[config.mk]
export PLATFORM = sky130hd
export DESIGN_NAME = job_table_engine_unit
export DESIGN_NICKNAME = d
export VERILOG_FILES = /design/src/rtl/core/jte_pkg.sv /design/src/rtl/core/jte_front.sv /design/src/rtl/core/jte_queue.sv /design/src/rtl/core/jte_back.sv /design/src/rtl/core/job_table_engine_unit.sv
export SDC_FILE = /design/constraint.sdc
export NUM_CORES = 1
export LEC_CHECK = 0
export BUFFER_PORTS_ARGS = -buffer_cell sky130_fd_sc_hd__clkbuf_2
export CAP_MARGIN = 20
export CORE_AREA = 5 5 270 272
export DETAILED_ROUTE_END_ITERATION = 16
export DIE_AREA = 0 0 275 277
export SYNTH_ARGS = -nofsm -noshare
export SYNTH_HDL_FRONTEND = slang
export SYNTH_SLANG_ARGS = --single-unit
[constraint.sdc]
create_clock -name aclk -period 15.3 [get_ports aclk]
set_input_delay 2.295 -clock aclk [delete_from_list [all_inputs] [get_ports aclk]]
set_output_delay 2.295 -clock aclk [all_outputs]
set_load 0.02 [all_outputs]
[src/rtl/core/jte_pkg.sv]
// Job table engine package: field widths, table size, opcodes, status codes,
// run states and the command record passed from front end to back end.
// No dependencies.
package jte_pkg;

    localparam int TABLE_ENTRIES = 16;
    localparam int SLOT_W        = $clog2(TABLE_ENTRIES);
    localparam int QUEUE_DEPTH   = 2;

    localparam int PID_W = 22;
    localparam int JID_W = 8;
    localparam int RST_W = 2;

    typedef enum logic [2:0] {
        OP_ADD      = 3'd0,
        OP_DEL_PID  = 3'd1,
        OP_FIND_PID = 3'd2,
        OP_FIND_JID = 3'd3,
        OP_FG_QUERY = 3'd4,
        OP_STOP_PID = 3'd5,
        OP_RES_PID  = 3'd6,
        OP_RES_JID  = 3'd7
    } op_t;

    typedef enum logic [2:0] {
        STAT_OK          = 3'd0,
        STAT_FULL        = 3'd1,
        STAT_NOT_FOUND   = 3'd2,
        STAT_BAD_ID      = 3'd3,
        STAT_NOT_STOPPED = 3'd4
    } status_t;

    localparam logic [RST_W-1:0] RUN_FREE    = 2'd0;
    localparam logic [RST_W-1:0] RUN_FG      = 2'd1;
    localparam logic [RST_W-1:0] RUN_BG      = 2'd2;
    localparam logic [RST_W-1:0] RUN_STOPPED = 2'd3;

    typedef struct packed {
        op_t              op;
        logic [PID_W-1:0] pid;
        logic [JID_W-1:0] jid;
        logic [RST_W-1:0] new_state;
        logic             bad_id;
    } cmd_t;

endpackage

[src/rtl/core/jte_front.sv]
// Front end: registers an incoming transaction, decodes the opcode and flags
// a zero process or job id. Depends on jte_pkg.
module jte_front (
    input  logic                     aclk,
    input  logic                     aresetn,
    input  logic                     s_valid,
    output logic                     s_ready,
    input  logic [2:0]               s_opcode,
    input  logic [jte_pkg::PID_W-1:0] s_pid,
    input  logic [jte_pkg::JID_W-1:0] s_job_id,
    input  logic [jte_pkg::RST_W-1:0] s_new_state,
    output logic                     q_valid,
    input  logic                     q_ready,
    output jte_pkg::cmd_t            q_cmd
);
    import jte_pkg::*;

    logic cmd_valid_reg;
    cmd_t cmd_reg;
    cmd_t cmd_next;

    always_comb begin
        cmd_next           = '0;
        cmd_next.op        = op_t'(s_opcode);
        cmd_next.pid       = s_pid;
        cmd_next.jid       = s_job_id;
        cmd_next.new_state = s_new_state;
        case (op_t'(s_opcode))
            OP_FIND_JID, OP_RES_JID: cmd_next.bad_id = (s_job_id == '0);
            OP_FG_QUERY:             cmd_next.bad_id = 1'b0;
            default:                 cmd_next.bad_id = (s_pid == '0);
        endcase
    end

    assign s_ready = !cmd_valid_reg || q_ready;
    assign q_valid = cmd_valid_reg;
    assign q_cmd   = cmd_reg;

    always_ff @(posedge aclk) begin
        if (!aresetn) begin
            cmd_valid_reg <= 1'b0;
        end else if (s_valid && s_ready) begin
            cmd_valid_reg <= 1'b1;
        end else if (q_ready) begin
            cmd_valid_reg <= 1'b0;
        end
    end

    always_ff @(posedge aclk) begin
        if (s_valid && s_ready) begin
            cmd_reg <= cmd_next;
        end
    end

endmodule

[src/rtl/core/jte_queue.sv]
// Short command queue between front end and back end.
// Depends on jte_pkg for the command record and depth.
module jte_queue (
    input  logic          aclk,
    input  logic          aresetn,
    input  logic          in_valid,
    output logic          in_ready,
    input  jte_pkg::cmd_t in_cmd,
    output logic          out_valid,
    input  logic          out_ready,
    output jte_pkg::cmd_t out_cmd
);
    import jte_pkg::*;

    localparam int QPTR_W = (QUEUE_DEPTH > 1) ? $clog2(QUEUE_DEPTH) : 1;
    localparam int QCNT_W = $clog2(QUEUE_DEPTH + 1);

    cmd_t              slot_reg [QUEUE_DEPTH];
    logic [QPTR_W-1:0] wr_ptr_reg;
    logic [QPTR_W-1:0] rd_ptr_reg;
    logic [QCNT_W-1:0] count_reg;
    logic              push;
    logic              pop;

    assign in_ready  = (count_reg != QCNT_W'(QUEUE_DEPTH));
    assign out_valid = (count_reg != '0);
    assign out_cmd   = slot_reg[rd_ptr_reg];
    assign push      = in_valid && in_ready;
    assign pop       = out_valid && out_ready;

    function automatic logic [QPTR_W-1:0] ptr_inc(input logic [QPTR_W-1:0] p);
        ptr_inc = (p == QPTR_W'(QUEUE_DEPTH - 1)) ? '0 : p + 1'b1;
    endfunction

    always_ff @(posedge aclk) begin
        if (!aresetn) begin
            wr_ptr_reg <= '0;
            rd_ptr_reg <= '0;
            count_reg  <= '0;
        end else begin
            if (push) begin
                wr_ptr_reg <= ptr_inc(wr_ptr_reg);
            end
            if (pop) begin
                rd_ptr_reg <= ptr_inc(rd_ptr_reg);
            end
            if (push && !pop) begin
                count_reg <= count_reg + 1'b1;
            end else if (pop && !push) begin
                count_reg <= count_reg - 1'b1;
            end
        end
    end

    always_ff @(posedge aclk) begin
        if (push) begin
            slot_reg[wr_ptr_reg] <= in_cmd;
        end
    end

endmodule

[src/rtl/core/jte_back.sv]
// Back end: holds the job table and job id counter, scans the table one slot
// a cycle, applies the operation and drives the result register. Depends on jte_pkg.
module jte_back (
    input  logic                      aclk,
    input  logic                      aresetn,
    input  logic                      q_valid,
    output logic                      q_ready,
    input  jte_pkg::cmd_t             q_cmd,
    output logic                      m_valid,
    input  logic                      m_ready,
    output logic [2:0]                m_status,
    output logic [jte_pkg::PID_W-1:0] m_found_pid,
    output logic [jte_pkg::JID_W-1:0] m_found_jid,
    output logic [jte_pkg::RST_W-1:0] m_found_state
);
    import jte_pkg::*;

    typedef enum logic [1:0] {
        ST_IDLE,
        ST_SCAN,
        ST_MAX,
        ST_DONE
    } state_t;

    state_t            state_reg;
    cmd_t              cmd_reg;
    logic [SLOT_W-1:0] scan_idx_reg;
    logic [JID_W-1:0]  max_reg;
    logic [JID_W-1:0]  next_jid_reg;

    logic [PID_W-1:0]  ent_pid_reg   [TABLE_ENTRIES];
    logic [JID_W-1:0]  ent_jid_reg   [TABLE_ENTRIES];
    logic [RST_W-1:0]  ent_state_reg [TABLE_ENTRIES];

    status_t           res_status_reg;
    logic [PID_W-1:0]  res_pid_reg;
    logic [JID_W-1:0]  res_jid_reg;
    logic [RST_W-1:0]  res_state_reg;

    logic              m_valid_reg;
    logic [2:0]        m_status_reg;
    logic [PID_W-1:0]  m_pid_reg;
    logic [JID_W-1:0]  m_jid_reg;
    logic [RST_W-1:0]  m_state_reg;

    logic [PID_W-1:0]  rd_pid;
    logic [JID_W-1:0]  rd_jid;
    logic [RST_W-1:0]  rd_state;
    logic              scan_hit;
    logic              scan_last;
    logic              out_load;
    logic [JID_W:0]    jid_inc;
    logic [JID_W-1:0]  next_jid_next;
    logic [JID_W-1:0]  max_next;

    assign rd_pid    = ent_pid_reg[scan_idx_reg];
    assign rd_jid    = ent_jid_reg[scan_idx_reg];
    assign rd_state  = ent_state_reg[scan_idx_reg];
    assign scan_last = (scan_idx_reg == SLOT_W'(TABLE_ENTRIES - 1));
    assign out_load  = (state_reg == ST_DONE) && (!m_valid_reg || m_ready);

    always_comb begin
        case (cmd_reg.op)
            OP_ADD:                  scan_hit = (rd_pid == '0);
            OP_FIND_JID, OP_RES_JID: scan_hit = (rd_jid == cmd_reg.jid);
            OP_FG_QUERY:             scan_hit = (rd_state == RUN_FG);
            default:                 scan_hit = (rd_pid == cmd_reg.pid);
        endcase
    end

    // add: counter steps and falls back to 1 past the table size
    assign jid_inc       = {1'b0, next_jid_reg} + 1'b1;
    assign next_jid_next = (jid_inc > (JID_W + 1)'(TABLE_ENTRIES)) ?
                           JID_W'(1) : jid_inc[JID_W-1:0];
    assign max_next      = (rd_jid > max_reg) ? rd_jid : max_reg;

    assign q_ready       = (state_reg == ST_IDLE);
    assign m_valid       = m_valid_reg;
    assign m_status      = m_status_reg;
    assign m_found_pid   = m_pid_reg;
    assign m_found_jid   = m_jid_reg;
    assign m_found_state = m_state_reg;

    always_ff @(posedge aclk) begin
        if (!aresetn) begin
            state_reg    <= ST_IDLE;
            scan_idx_reg <= '0;
            next_jid_reg <= JID_W'(1);
            m_valid_reg  <= 1'b0;
            for (int i = 0; i < TABLE_ENTRIES; i++) begin
                ent_pid_reg[i]   <= '0;
                ent_jid_reg[i]   <= '0;
                ent_state_reg[i] <= RUN_FREE;
            end
        end else begin
            if (out_load) begin
                m_valid_reg <= 1'b1;
            end else if (m_ready) begin
                m_valid_reg <= 1'b0;
            end
            case (state_reg)
                ST_IDLE: begin
                    if (q_valid) begin
                        cmd_reg      <= q_cmd;
                        scan_idx_reg <= '0;
                        if (q_cmd.bad_id) begin
                            res_status_reg <= STAT_BAD_ID;
                            res_pid_reg    <= '0;
                            res_jid_reg    <= '0;
                            res_state_reg  <= RUN_FREE;
                            state_reg      <= ST_DONE;
                        end else begin
                            state_reg <= ST_SCAN;
                        end
                    end
                end
                ST_SCAN: begin
                    if (scan_hit) begin
                        case (cmd_reg.op)
                            OP_ADD: begin
                                ent_pid_reg[scan_idx_reg]   <= cmd_reg.pid;
                                ent_jid_reg[scan_idx_reg]   <= next_jid_reg;
                                ent_state_reg[scan_idx_reg] <= cmd_reg.new_state;
                                res_status_reg              <= STAT_OK;
                                res_pid_reg                 <= cmd_reg.pid;
                                res_jid_reg                 <= next_jid_reg;
                                res_state_reg               <= cmd_reg.new_state;
                                next_jid_reg                <= next_jid_next;
                                state_reg                   <= ST_DONE;
                            end
                            OP_DEL_PID: begin
                                // report before clearing, then rescan for the top id
                                res_status_reg              <= STAT_OK;
                                res_pid_reg                 <= rd_pid;
                                res_jid_reg                 <= rd_jid;
                                res_state_reg               <= rd_state;
                                ent_pid_reg[scan_idx_reg]   <= '0;
                                ent_jid_reg[scan_idx_reg]   <= '0;
                                ent_state_reg[scan_idx_reg] <= RUN_FREE;
                                max_reg                     <= '0;
                                scan_idx_reg                <= '0;
                                state_reg                   <= ST_MAX;
                            end
                            OP_STOP_PID: begin
                                ent_state_reg[scan_idx_reg] <= RUN_STOPPED;
                                res_status_reg              <= STAT_OK;
                                res_pid_reg                 <= rd_pid;
                                res_jid_reg                 <= rd_jid;
                                res_state_reg               <= RUN_STOPPED;
                                state_reg                   <= ST_DONE;
                            end
                            OP_RES_PID, OP_RES_JID: begin
                                res_pid_reg <= rd_pid;
                                res_jid_reg <= rd_jid;
                                state_reg   <= ST_DONE;
                                if (rd_state != RUN_STOPPED) begin
                                    res_status_reg <= STAT_NOT_STOPPED;
                                    res_state_reg  <= rd_state;
                                end else begin
                                    ent_state_reg[scan_idx_reg] <= cmd_reg.new_state;
                                    res_status_reg              <= STAT_OK;
                                    res_state_reg               <= cmd_reg.new_state;
                                end
                            end
                            default: begin
                                res_status_reg <= STAT_OK;
                                res_pid_reg    <= rd_pid;
                                res_jid_reg    <= rd_jid;
                                res_state_reg  <= rd_state;
                                state_reg      <= ST_DONE;
                            end
                        endcase
                    end else if (scan_last) begin
                        res_status_reg <= (cmd_reg.op == OP_ADD) ? STAT_FULL : STAT_NOT_FOUND;
                        res_pid_reg    <= '0;
                        res_jid_reg    <= '0;
                        res_state_reg  <= RUN_FREE;
                        state_reg      <= ST_DONE;
                    end else begin
                        scan_idx_reg <= scan_idx_reg + 1'b1;
                    end
                end
                ST_MAX: begin
                    max_reg <= max_next;
                    if (scan_last) begin
                        next_jid_reg <= max_next + 1'b1;
                        state_reg    <= ST_DONE;
                    end else begin
                        scan_idx_reg <= scan_idx_reg + 1'b1;
                    end
                end
                ST_DONE: begin
                    if (out_load) begin
                        m_status_reg <= res_status_reg;
                        m_pid_reg    <= res_pid_reg;
                        m_jid_reg    <= res_jid_reg;
                        m_state_reg  <= res_state_reg;
                        state_reg    <= ST_IDLE;
                    end
                end
                default: begin
                    state_reg <= ST_IDLE;
                end
            endcase
        end
    end

    a_hit_leaves_scan: assert property (@(posedge aclk) disable iff (!aresetn)
        (state_reg == ST_SCAN && scan_hit) |=> (state_reg == ST_DONE || state_reg == ST_MAX))
        else $error("scan hit did not end the scan");

    a_result_held: assert property (@(posedge aclk) disable iff (!aresetn)
        (state_reg == ST_DONE && m_valid_reg && !m_ready) |=> (state_reg == ST_DONE))
        else $error("result stage overwritten while stalled");

    a_taken_clears: assert property (@(posedge aclk) disable iff (!aresetn)
        (m_valid_reg && m_ready && state_reg != ST_DONE) |=> !m_valid_reg)
        else $error("result repeated after transaction");

    a_bad_id_fast: assert property (@(posedge aclk) disable iff (!aresetn)
        (state_reg == ST_IDLE && q_valid && q_cmd.bad_id)
        |=> (state_reg == ST_DONE && res_status_reg == STAT_BAD_ID))
        else $error("zero id not reported at once");

endmodule

[src/rtl/core/job_table_engine_unit.sv]
// Job table engine top level: front end, command queue and back end.
// Depends on jte_pkg, jte_front, jte_queue and jte_back.
//
//  channel | direction | handshake         | payload
//  s_      | in        | s_valid / s_ready | opcode, pid, job_id, new_state
//  m_      | out       | m_valid / m_ready | status, found_pid, found_jid, found_state
//
// A zero id is answered without a scan, straight from the back end's idle state to
// its done state; a scan operation reads the table one slot at a time up to the
// first hit or the last slot, and a delete adds a rescan of all TABLE_ENTRIES slots
// for the largest job id. The two-deep queue lets the front end take commands
// meanwhile. Reset is synchronous, active low, and clears the table; a stalled
// result holds the back end in its done state.
module job_table_engine_unit (
    input  logic                      aclk,
    input  logic                      aresetn,
    input  logic                      s_valid,
    output logic                      s_ready,
    input  logic [2:0]                s_opcode,
    input  logic [jte_pkg::PID_W-1:0] s_pid,
    input  logic [jte_pkg::JID_W-1:0] s_job_id,
    input  logic [jte_pkg::RST_W-1:0] s_new_state,
    output logic                      m_valid,
    input  logic                      m_ready,
    output logic [2:0]                m_status,
    output logic [jte_pkg::PID_W-1:0] m_found_pid,
    output logic [jte_pkg::JID_W-1:0] m_found_jid,
    output logic [jte_pkg::RST_W-1:0] m_found_state
);
    import jte_pkg::*;

    logic fq_valid;
    logic fq_ready;
    cmd_t fq_cmd;
    logic qb_valid;
    logic qb_ready;
    cmd_t qb_cmd;

    jte_front u_front (
        .aclk        (aclk),
        .aresetn     (aresetn),
        .s_valid     (s_valid),
        .s_ready     (s_ready),
        .s_opcode    (s_opcode),
        .s_pid       (s_pid),
        .s_job_id    (s_job_id),
        .s_new_state (s_new_state),
        .q_valid     (fq_valid),
        .q_ready     (fq_ready),
        .q_cmd       (fq_cmd)
    );

    jte_queue u_queue (
        .aclk      (aclk),
        .aresetn   (aresetn),
        .in_valid  (fq_valid),
        .in_ready  (fq_ready),
        .in_cmd    (fq_cmd),
        .out_valid (qb_valid),
        .out_ready (qb_ready),
        .out_cmd   (qb_cmd)
    );

    jte_back u_back (
        .aclk          (aclk),
        .aresetn       (aresetn),
        .q_valid       (qb_valid),
        .q_ready       (qb_ready),
        .q_cmd         (qb_cmd),
        .m_valid       (m_valid),
        .m_ready       (m_ready),
        .m_status      (m_status),
        .m_found_pid   (m_found_pid),
        .m_found_jid   (m_found_jid),
        .m_found_state (m_found_state)
    );

endmodule

Yosys cells after proc, flatten, opt, wreduce, memory -nomap -nowiden

Memory sizes are Yosys's and may differ from the RTL's. A register that Yosys moved wholly into a read port is not among the register bits.
Index checks and enable logic that the tools add are counted.

Bits in registers: 169
Bits in writable memories: 584
Input port bits: 39
Output and inout bits: 37
Logic and storage cells: 212
Memories kept: 4

Add/subtract/negate cells: 7
Order comparisons: 2
Equality and inequality tests: 27
Multiplexer cells: 104
Bitwise operators: 5
Reductions and logical operators: 37

Memories:

| memory               | depth | bits a word | rd ports | clocked after memory_dff | write ports | RTL line        | text |
|---|---|---|---|---|---|---|---|
| u_back.ent_pid_reg   | 16    | 22          | 1        | 1                        | 16          | jte_back.sv:31  | `logic [PID_W-1:0] ent_pid_reg [TABLE_ENTRIES];` |
| u_back.ent_jid_reg   | 16    | 8           | 1        | 1                        | 16          | jte_back.sv:32  | `logic [JID_W-1:0] ent_jid_reg [TABLE_ENTRIES];` |
| u_queue.slot_reg     | 2     | 36          | 1        | 1                        | 1           | jte_queue.sv:18 | `cmd_t slot_reg [QUEUE_DEPTH];` |
| u_back.ent_state_reg | 16    | 2           | 1        | 1                        | 16          | jte_back.sv:33  | `logic [RST_W-1:0] ent_state_reg [TABLE_ENTRIES];` |

Operator list:

| cell                | count |
|---|---|
| $mux 22             | 7 |
| $mux 8              | 14 |
| $mux 4              | 13 |
| $pmux 8 s2          | 3 |
| $logic_not 22->1    | 2 |
| $pmux 22 s2         | 1 |
| $mux 1              | 36 |
| $mux 2              | 17 |
| $eq 22x22->1        | 1 |
| $reduce_or 22->1    | 1 |
| $eq 3x3->1 const B  | 6 |
| $mux 3              | 6 |
| $ne 2x1->1 const B  | 6 |
| $pmux 4 s3          | 1 |
| $reduce_bool 2->1   | 6 |
| $add 8x1->9 const B | 1 |
| $gt 9x5->1 const B  | 1 |
| $reduce_and 3->1    | 3 |
| $add 8x1->8 const B | 1 |
| $eq 8x8->1          | 1 |
| $gt 8x8->1          | 1 |
| $logic_not 8->1     | 1 |
| $pmux 2 s4          | 1 |
| $reduce_and 4->1    | 2 |
| other kinds (28)    | 50 |

Longest topological paths before layout

Depth in word-level cells: 12
Depth in mapped cells: 21
Gate-level depth less buffers: 16

Cells and area by module

From an unflattened synthesis, not the netlist that was laid out.

Cells, all modules: 2406
Area, all modules: 34105.2 µm²

By module, submodules not included:

| module    | times used | cells an instance | area each (µm²) | sequential area each (µm²) |
|---|---|---|---|---|
| jte_back  | 1          | 2216              | 30041.3         | 19148.4 |
| jte_queue | 1          | 136               | 2832.7          | 2262.2 |
| jte_front | 1          | 54                | 1231.2          | 1101.1 |

Worst setup path before layout

No wires, ideal clock.

Path type: input port to flip-flop
Start: in aresetn
End: mem u_back.ent_jid_reg[0][0], enable pin
Setup time: 459 ps
Arrival: 5238 ps
Data required time: 14841 ps
Path slack: 9603 ps
Cell stages on the path: 6
Path buffers: 1
Cells stage by stage: nand2_1 > nor3_1 > o21ai_1 > buf_2 > or2_2 > o21ai_0

RTL lines:

| element            | RTL line                    | text |
|---|---|---|
| start: declaration | job_table_engine_unit.sv:16 | `input logic aresetn,` |
| end: declaration   | jte_back.sv:32              |  |

==> metrics.txt <==
outcome=finished clean; Leakage Power=12.3 nW; via count=21,600; Worst-Skew Late Latency=0.66 ns; Yosys warnings=0; DR pass1 iterations=7; worst vdd ir=0.102 mV; Port Buf Inserts=75; worst setup path class=register to register; Critical Path AT=7.64 ns; Die H=277 µm; global-route wire length before repair=143,000 µm; Worst R2R Path Depth=13; Placed Cells=3,399; xor/xnor cell area share of the yosys netlist=0.00975; Hold Crit Depth=0; CP max FO=70; post-synthesis adder-cell area fraction=0.00770; setup_tns=0 ns; max_cap viols=0; final non-filler cell total=3,554; CTS H-tree lvls=3; TritonCTS Sinks=758; 1st-iter DRT viols=2,446; Core Box Area=70,500 µm²; mux contribution to synthesized area=0.107; final wirelength=97,500 µm; Max Clock Skew=0.0397 ns; min cycle time layout=7.27 ns; main combinational cell family by area after synthesis=simple AND/OR/NAND/NOR gates; Reg clk slew, reported paths=0.06 ns; Final Worst Setup Slack=8.03 ns; Routed wire per std cell=27.4 µm; synthesis-stage register bit count=758; area of the mapped netlist=34,100 µm²; CTS root buffer=clkbuf_16; Slew headroom=0.213; leading cell type in the layout, fill and taps excluded=edfxtp_1; total CTS buffers=81; die area=76,200 µm²; Pwr per Cell Area=142 nW/µm²; synthesized area per cell=13.7 µm²; worst endpoint required time=15.66 ns; layout cells sized above 1=0.175; Worst Hold Class=register to register; DP Area=35,100 µm²; Seq/Total Area, Yosys=0.660; initial antenna violation count=1; RePlAce Congestion=0.904; post-route ant nets=0; CTS max path bufs=3; Synth Net Count=2,549; Fmax achieved=0.138 GHz; number of global-route vias before repair=21,400; hold_ws=0.405 ns; Final Core Density=0.539; max reg flops=352; most frequent cells in the layout=edfxtp_1 (733), nor2_1 (507), nand2_1 (210), mux2i_1 (102), mux4_2 (94); initial core utilization=0.484; Final setup viols=0; total chip power=5.37 mW; Layout area overhead=11.3%; Synth Area in Compound Gates=0.0502; filler cell count=5,791; Ant. Diodes=0; Final Cycle Share=0.475; Hold-fix buffers, CTS=0; largest net degree at the start of global routing=71; Gate Count Post-Synth=2,489; post-synthesis simple-gate area fraction=0.125; Synth cell types=78; dpl hpwl=61,100 µm; CP Capture Type=register; Worst setup SP type=register; floorplan row count=98; Final Cell Area=38,000 µm²; r2r setup slk=8.03 ns; Resized Gates After CTS=0; FFs w/ async S/R, synth=0; io pins=76; Die W=275 µm; CTS tree=built; max-slew violation count=0; # DRC=0; fin nets=2,596; RSZ-0062 raised after global routing=no; gr usage total=0.253; GR Overflow Total=0; Fin. Hold Viols=0; setup bufs post-CTS=0; Post-synth top flop=edfxtp_1; vias per cell=6.07; worst slack, placed=8.17 ns; number of synthesized flops with an enable pin=733; worst slew pin tran=1.17 ns
## power by group
| part | switching, mW | internal, mW | total (mW) |
|---|---|---|---|
| Sequential | 0.128 | 2.43 | 2.55 |
| Combinational | 0.504 | 0.260 | 0.764 |
| Clock | 0.851 | 1.21 | 2.06 |
| Total | 1.48 | 3.89 | 5.37 |
## layer usage
metal	vias up	wire length (µm)	global-route usage
met5	-	0	0
met4	0	3660	0.0839
met3	214	8400	0.0491
met2	1099	47300	0.415
met1	10900	38100	0.343
li1	9323	-	-
## cell usage after synthesis (7+ instances only)
cell           count  area [µm²]
edfxtp_1         733       22000
nor2_1           510        1910
nand2_1          211         792
mux2i_1          102        1020
mux4_2            94        2120
nor3_1            65         325
a21oi_1           53         265
buf_6             51         574
o21ai_0           50         250
mux2_2            45         507
and2_1            44         275
clkbuf_1          43         161
a22oi_1           40         300
nor4_1            35         219
inv_1             34         128
buf_2             28         140
dfxtp_1           25         500
buf_4             23         173
nand3_1           22         110
xor2_1            22         193
ha_1              21         263
nor2b_1           20         125
a211oi_1          17         128
xnor2_1           16         140
a31oi_1           12        75.1
nand4_1           11        68.8
nor2_4            10         113
and3_1             9        56.3
dlygate4sd1_1      9        78.8
a22o_1             7        61.3
o211ai_1           7        52.6
o22ai_1            7        43.8
## worst paths after layout
check                                           start                        end
worst max-delay path                         register  u_back.ent_pid_reg[4][13]
worst min-delay path            u_back.res_pid_reg[6]      u_back.m_found_pid[6]
worst max register to register               register  u_back.ent_pid_reg[4][13]
worst min register to register  u_back.res_pid_reg[6]      u_back.m_found_pid[6]
## cell families (layout without fill, tap and decap cells)
kind of cell    count (synthesis)  count (layout)
flops                         758             758
compound gates                253             253
xor+xnor                       38              38
fa+ha+maj                      21              21
simple gates                  973             973
mux                           241             241
buf+inv                       205             320
## worst max-delay path, cell delays in order, from the launching register on
cell and delay (ns):
dfxtp_4 0.69, buf_4 0.63, buf_4 0.64, mux4_2 0.57, mux2_2 0.31, a211o_1 0.30, a2111oi_0 0.76, and4_1 0.31
and3_1 0.29, or3_1 0.37, a311o_2 0.25, buf_4 0.80, buf_4 0.73, nor2_1 0.13
## final cells by class
cell class | instances | area, µm² | share of cell area
clock buffers | 103 | 2170 | 0.0571
clock inverters | 48 | 649 | 0.0171
inverters | 35 | 131 | 0.00346
multi-input cells | 1526 | 10500 | 0.275
flip-flops and latches | 758 | 22500 | 0.593
well taps | 950 | 1190 | 0.0313
repair buffers | 134 | 845 | 0.0222
No activity file was read; power rests on OpenSTA's default activity.
